--- src/keyword_substitution_cipher_unit_macros.svh ---
// Assertion macros used by the keyword substitution cipher top level
`ifndef KEYWORD_SUBSTITUTION_CIPHER_UNIT_MACROS_SVH
`define KEYWORD_SUBSTITUTION_CIPHER_UNIT_MACROS_SVH

`ifndef SYNTHESIS

`define KSCU_ASSERT_NOW(label, ante, cons) \
  label: assert property (@(posedge clk) disable iff (!rst_n) (ante) |-> (cons)) \
    else $error("kscu assertion failed");

`define KSCU_ASSERT_NEXT(label, ante, cons) \
  label: assert property (@(posedge clk) disable iff (!rst_n) (ante) |=> (cons)) \
    else $error("kscu assertion failed");

`else

`define KSCU_ASSERT_NOW(label, ante, cons)

`define KSCU_ASSERT_NEXT(label, ante, cons)

`endif

`endif

--- src/kscu_pkg.sv ---
// Shared constants, codes and types of the keyword substitution cipher
`default_nettype none

package kscu_pkg;

  localparam int ALPHABET_SIZE = 26;
  localparam int CHAR_W        = 8;
  localparam int ACTION_W      = 2;

  localparam logic [CHAR_W-1:0] SPACE_CHAR = 8'h20;
  localparam logic [CHAR_W-1:0] LETTER_A   = 8'h41;

  localparam logic [ACTION_W-1:0] ACT_KEY = 2'd0;
  localparam logic [ACTION_W-1:0] ACT_ENC = 2'd1;
  localparam logic [ACTION_W-1:0] ACT_DEC = 2'd2;

  typedef enum logic [1:0] {
    ST_IDLE = 2'b01,
    ST_FILL = 2'b10
  } state_t;

  typedef struct packed {
    logic              clear;
    logic              push;
    logic [CHAR_W-1:0] push_data;
    logic [CHAR_W-1:0] cmp_char;
  } cell_ctl_t;

endpackage

`default_nettype wire

--- src/kscu_cell.sv ---
// One table cell: holds an entry and its valid flag, appends when it is the first free cell
`default_nettype none

module kscu_cell (
  input  wire logic                       clk,
  input  wire logic                       rst_n,
  input  wire kscu_pkg::cell_ctl_t        ctl,
  input  wire logic                       prev_ok,
  output logic                            valid,
  output logic [kscu_pkg::CHAR_W-1:0]     entry,
  output logic                            match
);

  logic                          valid_r;
  logic                          valid_nxt;
  logic [kscu_pkg::CHAR_W-1:0]   entry_r;
  logic                          own_valid;
  logic                          wr;

  assign own_valid = valid_r & ~ctl.clear;
  assign wr        = ctl.push & prev_ok & ~own_valid;
  assign valid_nxt = own_valid | wr;

  always_ff @(posedge clk) begin
    if (!rst_n) begin
      valid_r <= 1'b0;
    end else begin
      valid_r <= valid_nxt;
    end
  end

  always_ff @(posedge clk) begin
    if (wr) begin
      entry_r <= ctl.push_data;
    end
  end

  assign valid = valid_r;
  assign entry = entry_r;
  assign match = valid_r & (entry_r == ctl.cmp_char);

endmodule

`default_nettype wire

--- src/keyword_substitution_cipher_unit.sv ---
// Keyword substitution cipher: top level with the cell chain, fill sequencer and output stage
//
// Usage:
//   Input channel in_valid/in_stall carries in_action, in_char and in_key_last.
//   Action key appends a new non-space key byte to the table (no result); encrypt and decrypt
//   each give at most one result on out_valid/out_char, in request order.
//   A new message request or ordinary key byte is taken every cycle while
//   the result side keeps up; a result is registered in the output register,
//   or in the skid register when the output register is held.
//   A key byte with in_key_last set starts a letter fill that walks Z down to A,
//   one letter per cycle in the cell chain; in_stall stays high until the fill ends.
//   The table is a chain of 26 cells; each cell appends only when its lower
//   neighbor is filled, compares its entry with the byte for the duplicate
//   check and for decryption in the same cycle.
//   When the receiver stalls, a result waits in the output register and one
//   more in a skid register; on the output side, in_stall rises only once the skid register holds.
//   Reset (rst_n low, synchronous) empties the table, clears the seen letters
//   and the key-finished flag and drops pending results; table contents
//   themselves are not cleared.
`default_nettype none
`include "keyword_substitution_cipher_unit_macros.svh"

module keyword_substitution_cipher_unit #(
  parameter int N_CELLS = kscu_pkg::ALPHABET_SIZE
) (
  input  wire logic                          clk,
  input  wire logic                          rst_n,
  input  wire logic                          in_valid,
  output logic                               in_stall,
  input  wire logic [kscu_pkg::ACTION_W-1:0] in_action,
  input  wire logic [kscu_pkg::CHAR_W-1:0]   in_char,
  input  wire logic                          in_key_last,
  output logic                               out_valid,
  input  wire logic                          out_stall,
  output logic [kscu_pkg::CHAR_W-1:0]        out_char
);

  localparam int IDX_W = $clog2(N_CELLS);
  localparam int CW    = kscu_pkg::CHAR_W;

  kscu_pkg::state_t   state_r, state_nxt;
  logic [IDX_W-1:0]   let_r, let_nxt;
  logic [N_CELLS-1:0] seen_r, seen_nxt;
  logic               key_done_r, key_done_nxt;

  logic               out_valid_r, out_valid_nxt;
  logic [CW-1:0]      out_char_r, out_char_nxt;
  logic               skid_valid_r, skid_valid_nxt;
  logic [CW-1:0]      skid_char_r, skid_char_nxt;

  kscu_pkg::cell_ctl_t ctl;
  logic [N_CELLS-1:0] cell_valid;
  logic [N_CELLS-1:0] cell_match;
  logic [N_CELLS-1:0] chain_ok;
  logic [CW-1:0]      cell_entry [N_CELLS];

  logic               in_acc;
  logic               acc_key;
  logic               is_upper;
  logic [IDX_W-1:0]   chr_idx;
  logic [CW-1:0]      chr_off;
  logic               held;
  logic [IDX_W-1:0]   dec_idx;
  logic               res_vld;
  logic [CW-1:0]      res_char;
  logic               out_take;

  assign in_stall = (state_r != kscu_pkg::ST_IDLE) | skid_valid_r;
  assign in_acc   = in_valid & ~in_stall;
  assign acc_key  = in_acc & (in_action == kscu_pkg::ACT_KEY);

  assign chr_off  = in_char - kscu_pkg::LETTER_A;
  assign chr_idx  = chr_off[IDX_W-1:0];
  assign is_upper = (in_char >= kscu_pkg::LETTER_A) &&
                    ({1'b0, in_char} < ({1'b0, kscu_pkg::LETTER_A} + (CW+1)'(N_CELLS)));
  assign held     = (|cell_match) & ~key_done_r;

  genvar g;
  generate
    for (g = 0; g < N_CELLS; g++) begin : g_cell
      if (g == 0) begin : g_head
        assign chain_ok[g] = 1'b1;
      end else begin : g_body
        assign chain_ok[g] = cell_valid[g-1] & ~ctl.clear;
      end
      kscu_cell u_cell (
        .clk     (clk),
        .rst_n   (rst_n),
        .ctl     (ctl),
        .prev_ok (chain_ok[g]),
        .valid   (cell_valid[g]),
        .entry   (cell_entry[g]),
        .match   (cell_match[g])
      );
    end
  endgenerate

  always_comb begin
    dec_idx = '0;
    for (int i = 0; i < N_CELLS; i++) begin
      if (cell_match[i]) begin
        dec_idx = dec_idx | IDX_W'(i);
      end
    end
  end

  always_comb begin
    ctl.clear     = 1'b0;
    ctl.push      = 1'b0;
    ctl.push_data = in_char;
    ctl.cmp_char  = in_char;
    state_nxt     = state_r;
    let_nxt       = let_r;
    seen_nxt      = seen_r;
    key_done_nxt  = key_done_r;
    case (state_r)
      kscu_pkg::ST_IDLE: begin
        if (acc_key) begin
          ctl.clear    = key_done_r;
          ctl.push     = (in_char != kscu_pkg::SPACE_CHAR) & ~held;
          seen_nxt     = (key_done_r ? '0 : seen_r) |
                         (is_upper ? (N_CELLS'(1) << chr_idx) : '0);
          key_done_nxt = 1'b0;
          if (in_key_last) begin
            state_nxt = kscu_pkg::ST_FILL;
            let_nxt   = IDX_W'(N_CELLS - 1);
          end
        end
      end
      kscu_pkg::ST_FILL: begin
        ctl.push      = ~seen_r[let_r];
        ctl.push_data = kscu_pkg::LETTER_A + CW'(let_r);
        if (let_r == '0) begin
          state_nxt    = kscu_pkg::ST_IDLE;
          key_done_nxt = 1'b1;
        end else begin
          let_nxt = let_r - 1'b1;
        end
      end
      default: begin
        state_nxt = kscu_pkg::ST_IDLE;
      end
    endcase
  end

  always_comb begin
    res_vld  = 1'b0;
    res_char = kscu_pkg::SPACE_CHAR;
    case (in_action)
      kscu_pkg::ACT_ENC: begin
        if (in_char == kscu_pkg::SPACE_CHAR) begin
          res_vld = 1'b1;
        end else if (is_upper && cell_valid[chr_idx]) begin
          res_vld  = 1'b1;
          res_char = cell_entry[chr_idx];
        end
      end
      kscu_pkg::ACT_DEC: begin
        if (in_char == kscu_pkg::SPACE_CHAR) begin
          res_vld = 1'b1;
        end else if (|cell_match) begin
          res_vld  = 1'b1;
          res_char = kscu_pkg::LETTER_A + CW'(dec_idx);
        end
      end
      default: begin
        res_vld = 1'b0;
      end
    endcase
  end

  assign out_take = out_valid_r & ~out_stall;

  always_comb begin
    out_valid_nxt  = out_valid_r;
    out_char_nxt   = out_char_r;
    skid_valid_nxt = skid_valid_r;
    skid_char_nxt  = skid_char_r;
    if (skid_valid_r) begin
      if (out_take) begin
        out_char_nxt   = skid_char_r;
        skid_valid_nxt = 1'b0;
      end
    end else if (in_acc && res_vld) begin
      if (!out_valid_r || out_take) begin
        out_valid_nxt = 1'b1;
        out_char_nxt  = res_char;
      end else begin
        skid_valid_nxt = 1'b1;
        skid_char_nxt  = res_char;
      end
    end else if (out_take) begin
      out_valid_nxt = 1'b0;
    end
  end

  always_ff @(posedge clk) begin
    if (!rst_n) begin
      state_r      <= kscu_pkg::ST_IDLE;
      let_r        <= '0;
      seen_r       <= '0;
      key_done_r   <= 1'b0;
      out_valid_r  <= 1'b0;
      skid_valid_r <= 1'b0;
    end else begin
      state_r      <= state_nxt;
      let_r        <= let_nxt;
      seen_r       <= seen_nxt;
      key_done_r   <= key_done_nxt;
      out_valid_r  <= out_valid_nxt;
      skid_valid_r <= skid_valid_nxt;
    end
  end

  always_ff @(posedge clk) begin
    out_char_r  <= out_char_nxt;
    skid_char_r <= skid_char_nxt;
  end

  assign out_valid = out_valid_r;
  assign out_char  = out_char_r;

  `KSCU_ASSERT_NOW(a_cells_contiguous, 1'b1, (cell_valid & (cell_valid + 1'b1)) == '0)
  `KSCU_ASSERT_NOW(a_skid_behind_out, skid_valid_r, out_valid_r)
  `KSCU_ASSERT_NOW(a_fill_stalls_input, state_r == kscu_pkg::ST_FILL, in_stall)
  `KSCU_ASSERT_NEXT(a_last_key_fills, acc_key && in_key_last, state_r == kscu_pkg::ST_FILL)
  `KSCU_ASSERT_NEXT(a_fill_ends_done, state_r == kscu_pkg::ST_FILL && let_r == '0, key_done_r)

endmodule

`default_nettype wire

--- config.mk ---
export PLATFORM = sky130hd
export DESIGN_NAME = keyword_substitution_cipher_unit
export DESIGN_NICKNAME = d
export VERILOG_FILES = /design/src/kscu_pkg.sv /design/src/kscu_cell.sv /design/src/keyword_substitution_cipher_unit.sv
export VERILOG_INCLUDE_DIRS = /design/src /design/src/src
export SDC_FILE = /design/constraint.sdc
export NUM_CORES = 1
export LEC_CHECK = 0
export BUFFER_PORTS_ARGS = -buffer_cell sky130_fd_sc_hd__buf_2
export CAP_MARGIN = 20
export CELL_PAD_IN_SITES_DETAIL_PLACEMENT = 2
export CELL_PAD_IN_SITES_GLOBAL_PLACEMENT = 2
export CORE_MARGIN = 3
export CORE_UTILIZATION = 51
export CTS_BUF_LIST = sky130_fd_sc_hd__clkbuf_8
export DETAILED_ROUTE_END_ITERATION = 10
export PLACE_DENSITY = 0.86
export SYNTH_ARGS = -nofsm -noshare
export SYNTH_HDL_FRONTEND = slang
export SYNTH_SLANG_ARGS = --single-unit
--- constraint.sdc ---
create_clock -name clk -period 9.91 [get_ports clk]
set_input_delay 0.4955 -clock clk [delete_from_list [all_inputs] [get_ports clk]]
set_output_delay 0.4955 -clock clk [all_outputs]
set_load 0.01 [all_outputs]
Word level (Yosys, flattened, before mapping)
Cells that the tools add are included.
{"block": "word_totals", "ff_bits": 286, "latch_bits": 0, "mem_bits_rw": 0, "rom_bits": 0, "inputBits": 15, "elab_cells": 412, "mem_count": 0}
{"block": "op_classes", "n_addsub": 4, "n_mul": 0, "div_mod_pow": 0, "magnitude_cmp": 5, "eq_ne": 40, "shift": 1, "n_mux": 113, "bitwise": 170, "reduce_logical": 19}
{"op": "$eq A8 B8 Y1", "count": 26}
{"op": "$mux W8", "count": 26}
{"op": "$and A1 B1 Y1", "count": 108}
{"op": "$mux W26", "count": 4}
{"op": "$mux W5", "count": 17}
{"op": "$bmux W8 S5", "count": 1}
{"op": "$mux W1", "count": 34}
{"op": "$not A1 Y1", "count": 33}
{"op": "$mux W4", "count": 8}
{"op": "$or A1 B1 Y1", "count": 27}
{"op": "$or A26 B26 Y26", "count": 1}
{"op": "$reduce_or A26 Y1", "count": 1}
{"op": "$shl A1 B5 Y26 const A", "count": 1}
{"op": "$mux W2", "count": 11}
{"op": "$add A7 B5 Y8 const A", "count": 2}
{"op": "$pmux W8 S2", "count": 1}
{"op": "$reduce_and A3 Y1", "count": 5}
{"op": "$lt A5 B6 Y1 const B", "count": 2}
{"op": "$mux W3", "count": 4}
{"op": "$bmux W1 S5", "count": 2}
{"op": "$ne A2 B2 Y1 const B", "count": 5}
{"op": "$pmux W5 S2", "count": 1}
{"op": "$sub A5 B1 Y5 const B", "count": 2}
{"op": "$eq A8 B6 Y1 const B", "count": 1}
{"op": "other kinds (20)", "count": 29}

Longest topological paths before layout
{"block": "depth", "word_depth": 40, "depth_mapped": 20, "mapped_depth_nobuf": 11}

By module
Synthesis repeated with hierarchy kept, for this count alone.
{"block": "hier_totals", "cells_unflattened": 1262, "area_unflattened_um2": 15247.1}
{"module": "kscu_cell", "instances": 26, "cells_per_inst": 25, "area_each_um2": 379.1}
{"module": "keyword_substitution_cipher_unit", "instances": 1, "cells_per_inst": 612, "area_each_um2": 5390.2}

Worst setup path after synthesis
OpenSTA, ideal clock, no wires.
{"block": "synth_path", "path_kind": "input-to-reg", "start": "input in_char[0] (netlist name)", "end": "register out_char_r[3] (netlist: out_char[3]) (data pin)", "t_arrival_ns": 4.266, "slack_ns": 5.385, "stages": 17, "path_buffers": 10, "path_cell_list": "buf_4 buf_8 buf_8 buf_6 buf_6 buf_4 buf_4 inv_1 ha_1 buf_2 buf_2 clkbuf_1 mux4_2 mux4_2 nor2_1 a211oi_1 o31a_1"}
{"block": "synth_via", "elab_chain_len": 40, "elab_cells_between_ends": 108, "cone_classes": "add/sub (2); order compare (2); eq/ne (27); mux (47); bitwise (27); reduce/logical (3)"}
{"item": "start, declared", "line": "keyword_substitution_cipher_unit.sv:31", "source": "input wire logic [kscu_pkg::CHAR_W-1:0] in_char,"}
{"item": "$eq A8 B8 Y1", "line": "kscu_cell.sv:40", "source": "assign match = valid_r & (entry_r == ctl.cmp_char);"}
{"item": "$and A1 B1 Y1", "line": "kscu_cell.sv:40"}
{"item": "$mux W1", "line": "keyword_substitution_cipher_unit.sv:101", "source": "if (cell_match[i]) begin"}
{"item": "$mux W2 (2 in series)", "line": "keyword_substitution_cipher_unit.sv:101"}
{"item": "$mux W3 (4 in series)", "line": "keyword_substitution_cipher_unit.sv:101"}
{"item": "$mux W4 (8 in series)", "line": "keyword_substitution_cipher_unit.sv:101"}
{"item": "$mux W5 (10 in series)", "line": "keyword_substitution_cipher_unit.sv:101"}
{"item": "$add A7 B5 Y8", "line": "keyword_substitution_cipher_unit.sv:163", "source": "res_char = kscu_pkg::LETTER_A + CW'(dec_idx);"}
{"item": "(+4 left out)"}
{"item": "$mux W8", "line": "keyword_substitution_cipher_unit.sv:149", "source": "case (in_action)"}
{"item": "$pmux W8 S2 *", "line": "keyword_substitution_cipher_unit.sv:149"}
{"item": "$mux W8 *", "line": "keyword_substitution_cipher_unit.sv:185", "source": "if (!out_valid_r || out_take) begin"}
{"item": "$mux W8 *", "line": "keyword_substitution_cipher_unit.sv:184", "source": "end else if (in_acc && res_vld) begin"}
{"item": "$mux W8 *", "line": "keyword_substitution_cipher_unit.sv:179", "source": "if (skid_valid_r) begin"}
{"item": "$mux W8 *", "line": "keyword_substitution_cipher_unit.sv:184"}
{"item": "$mux W8 * (2 in series)", "line": "keyword_substitution_cipher_unit.sv:179"}
{"item": "via out_char_nxt[3]", "line": "keyword_substitution_cipher_unit.sv:47", "source": "logic [CW-1:0] out_char_r, out_char_nxt;"}
{"item": "end signal, assigned", "line": "keyword_substitution_cipher_unit.sv:216", "source": "out_char_r <= out_char_nxt;"}
{"item": "end, declared", "line": "keyword_substitution_cipher_unit.sv:47"}
The timed path passes the listed nets; every way through them passes the cells marked *. The select of a mux whose other input is x is not followed.
A chain may end at the register's enable or synchronous reset.

Worst setup path in the final report
{"block": "layout_path", "start": "input in_char[0] (netlist name)", "end": "register g_cell[2].u_cell.entry_r (netlist bit g_cell[2].u_cell.entry[6]), enable pin"}
{"block": "layout_via", "elab_chain_len": 11, "elab_cells_between_ends": 62, "cone_classes": "eq/ne (27); mux (3); bitwise (31); reduce/logical (1)"}
{"item": "$eq A8 B8 Y1", "line": "kscu_cell.sv:40"}
{"item": "$and A1 B1 Y1", "line": "kscu_cell.sv:40"}
{"item": "$reduce_or A26 Y1", "line": "keyword_substitution_cipher_unit.sv:76", "source": "assign held = (|cell_match) & ~key_done_r;"}
{"item": "$and A1 B1 Y1", "line": "keyword_substitution_cipher_unit.sv:76"}
{"item": "$not A1 Y1", "line": "keyword_substitution_cipher_unit.sv:120", "source": "ctl.push = (in_char != kscu_pkg::SPACE_CHAR) & ~held;"}
{"item": "$and A1 B1 Y1 *", "line": "keyword_substitution_cipher_unit.sv:120"}
{"item": "$mux W2 *", "line": "keyword_substitution_cipher_unit.sv:118", "source": "if (acc_key) begin"}
{"item": "$mux W2 *", "line": "keyword_substitution_cipher_unit.sv:116", "source": "case (state_r)"}
{"item": "$pmux W1 S2 *", "line": "keyword_substitution_cipher_unit.sv:116"}
{"item": "$and A1 B1 Y1 * (2 in series)", "line": "kscu_cell.sv:21", "source": "assign wr = ctl.push & prev_ok & ~own_valid;"}
{"item": "via g_cell[2].u_cell.wr", "line": "kscu_cell.sv:18", "source": "logic wr;"}
{"item": "end signal, assigned", "line": "kscu_cell.sv:34", "source": "entry_r <= ctl.push_data;"}
{"item": "end, declared", "line": "kscu_cell.sv:16", "source": "logic [kscu_pkg::CHAR_W-1:0] entry_r;"}
Marked as above.

==> impl_metrics.json <==
{
  "outcome": "finished clean",
  "post_cts_buffers": 0,
  "syn_area_um2": 14900,
  "firstDrtPassIters": 5,
  "worst_pin_slew_ns": 1.20,
  "grt_overflow_total": 0,
  "cp.arrival_ns": 5.79,
  "synth-seq-cells": 286,
  "synth-async-reset-ratio_pct": 0,
  "root_buffer": "clkbuf_8",
  "crit_type": "input port to register",
  "fp.dieW_um": 177,
  "nets": 1202,
  "start_util_pct": 51.9,
  "required_ns": 10.09,
  "rows": 62,
  "synth.avg_cell_area_um2": 13.2,
  "ys.flop_type": "edfxtp_1",
  "cts_tree": "built",
  "yosys.area.top_type": "edfxtp_1",
  "grt_max_degree": 64,
  "wirelength_um": 57600,
  "worstSkewPairLatency_ns": 0.60,
  "setup_tns_ns": 0,
  "hp-class": "input port to register",
  "ctsResizeCount": 0,
  "finalPower_mw": 3.05,
  "place_ws_ns": 3.78,
  "power_density_nw_per_um2": 184,
  "cp-start-kind": "input port",
  "drive_gt1_share_pct": 20.0,
  "cts_hold_buf": 0,
  "clock_skew_ns": 0.0453,
  "grt_pass1_wl_um": 81900,
  "grt_pass1_vias": 11621,
  "io_buffers": 24,
  "ys_seq_area_share_pct": 53.3,
  "ys_warn_count": 0,
  "grt_usage_pct": 36.1,
  "gp_congestion": 0.895,
  "die-area_um2": 31400,
  "ios": 25,
  "hpwl_um": 34600,
  "remaining_drc_errors": 0,
  "setup_viol": 0,
  "synth.most_common_cell": "edfxtp_1",
  "final_core_util_pct": 57.7,
  "clock_path_buffers": 3,
  "cp_max_fo": 60,
  "postRouteAntennaNets": 0,
  "relSlewSlack_pct": 19.8,
  "rsz0062_at_grt": "no",
  "viasPerCell": 6.83,
  "ys_types": 70,
  "core_um2": 28800,
  "antenna_found_initial": 3,
  "syn_inst": 1129,
  "syn_to_final_growth_pct": 11.1,
  "maxCapViolCount": 0,
  "antenna_cells": 0,
  "leakage_nw": 5.42,
  "clk_pin_slew_worst_paths_ns": 0.06,
  "cts_buffers": 49,
  "finalWorstSetupSlack_ns": 4.30,
  "synth_top_cell_area_share_pct": 45.0,
  "timing.final.crit_share_pct": 56.7,
  "drt_iter0_drc": 1421,
  "wl_per_cell_um": 36.1,
  "num_vias": 10898,
  "die_y_um": 177,
  "period_needed_ns": 5.61,
  "synthTopCellsByCount": "224 x edfxtp_1, 168 x xnor2_1, 83 x nand2_1, 69 x mux4_2, 62 x dfxtp_1",
  "synthTopCellsByArea": "edfxtp_1 45%, mux4_2 10%, xnor2_1 9.8%",
  "fillCellCount": 2573,
  "peakVddDrop_mv": 0.116,
  "syn-num-nets": 1160,
  "final_hold_viol_count": 0,
  "report.final.slew_viol_count": 0,
  "cts_sinks": 286,
  "htreeDepth": 2,
  "worst_setup_path_end_kind": "register",
  "synth_edf_count": 224,
  "timing.fmax_mhz": 178
}
[stage by stage]
| step | std cells | hold WS (ns) | instance area [um2] |
|---|---|---|---|
| final | 1596 | 0.253 | 16600 |
| after global routing | 1596 | 0.251 | 16600 |
| after CTS | 1570 | 0.234 | 16400 |
| after detailed placement | 1478 | 0.497 | 15300 |
| after global placement | 1478 | 0.482 | 15300 |
| after floorplan | 1129 | 0.458 | 14900 |
[cell usage in the layout (no fill, tap or decap), types with 18 or more instances in the layout]
cell type  synthesis  final
nand3_1           37     37
edfxtp_1         224    224
buf_2             12     38
nand4_1           26     26
a32o_1            24     24
nor2_1            18     18
and2_1            24     24
buf_4             17     20
o21ai_0           22     21
clkbuf_8           0     61
nor3_1            31     31
mux4_2            69     69
inv_1             15     27
dfxtp_1           62     62
xnor2_1          168    167
nand2_1           83     83
xor2_1            54     52
nor3b_1           27     25
[critical path, cell delays in order]
cell	delay (ns)
buf_6	0.56
buf_4	0.70
xnor2_1	0.21
nand4_1	0.17
nor3_1	0.11
a41o_1	0.26
nand3b_1	0.30
or4_1	0.74
o21ai_2	0.25
nand3_2	0.73
nor3_1	1.18
[registers in the layout (all words and copies together), names as in the netlist]
name,count
seen_r,26
g_cell.u_cell.valid,26
skid_char_r,8
skid_valid_r,1
out_char,8
g_cell.u_cell.entry,208
out_valid,1
let_r,5
key_done_r,1
state_r,2
[area by class of cell]
| type | instances | area [um2] | share of cell area [%] |
|---|---|---|---|
| clock buffers | 61 | 840 | 5.06 |
| clock inverters | 31 | 244 | 1.47 |
| inverters | 15 | 56.3 | 0.339 |
| multi-input cells | 750 | 6520 | 39.3 |
| flip-flops and latches | 286 | 7970 | 48.0 |
| well taps | 384 | 480 | 2.89 |
| repair buffers | 69 | 492 | 2.96 |
[per-layer routing]
| layer | track usage, % | share of wire [%] |
|---|---|---|
| met1 | 45.3 | 36 |
| met2 | 59.7 | 48 |
| met3 | 7.87 | 9.9 |
| met4 | 17.1 | 5.7 |
| met5 | 1.28 | 0.17 |
[report_power, final]
part	switching (mW)	leakage, nW	internal, mW
logic	0.315	2.28	0.157
clock network	0.537	0.609	0.664
registers	0.0392	2.54	1.34
[worst paths after layout]
path	from	cells past startpoint	to	slack [ns]
hold / removal	out_stall	2	skid_valid_r	0.25
hold reg to reg	seen_r[10]	2	seen_r[10]	0.52
setup / recovery	in_char[0]	11	g_cell[2].u_cell.entry[6]	4.30
setup reg to reg	g_cell[13].u_cell.entry[1]	9	g_cell[2].u_cell.entry[6]	4.89
[cell families after synthesis]
group	count (synthesis)	share of synthesized area, %
buffers and inverters	93	3.74
flip-flops	286	53.3
multiplexers	88	11.7
AO/OA/AOI/OAI	129	6.33
XOR/XNOR	222	13.0
adder cells (fa/ha/maj)	16	1.34
AND/OR/NAND/NOR	295	10.5
Note: power is estimated with default switching activity, not from simulation.
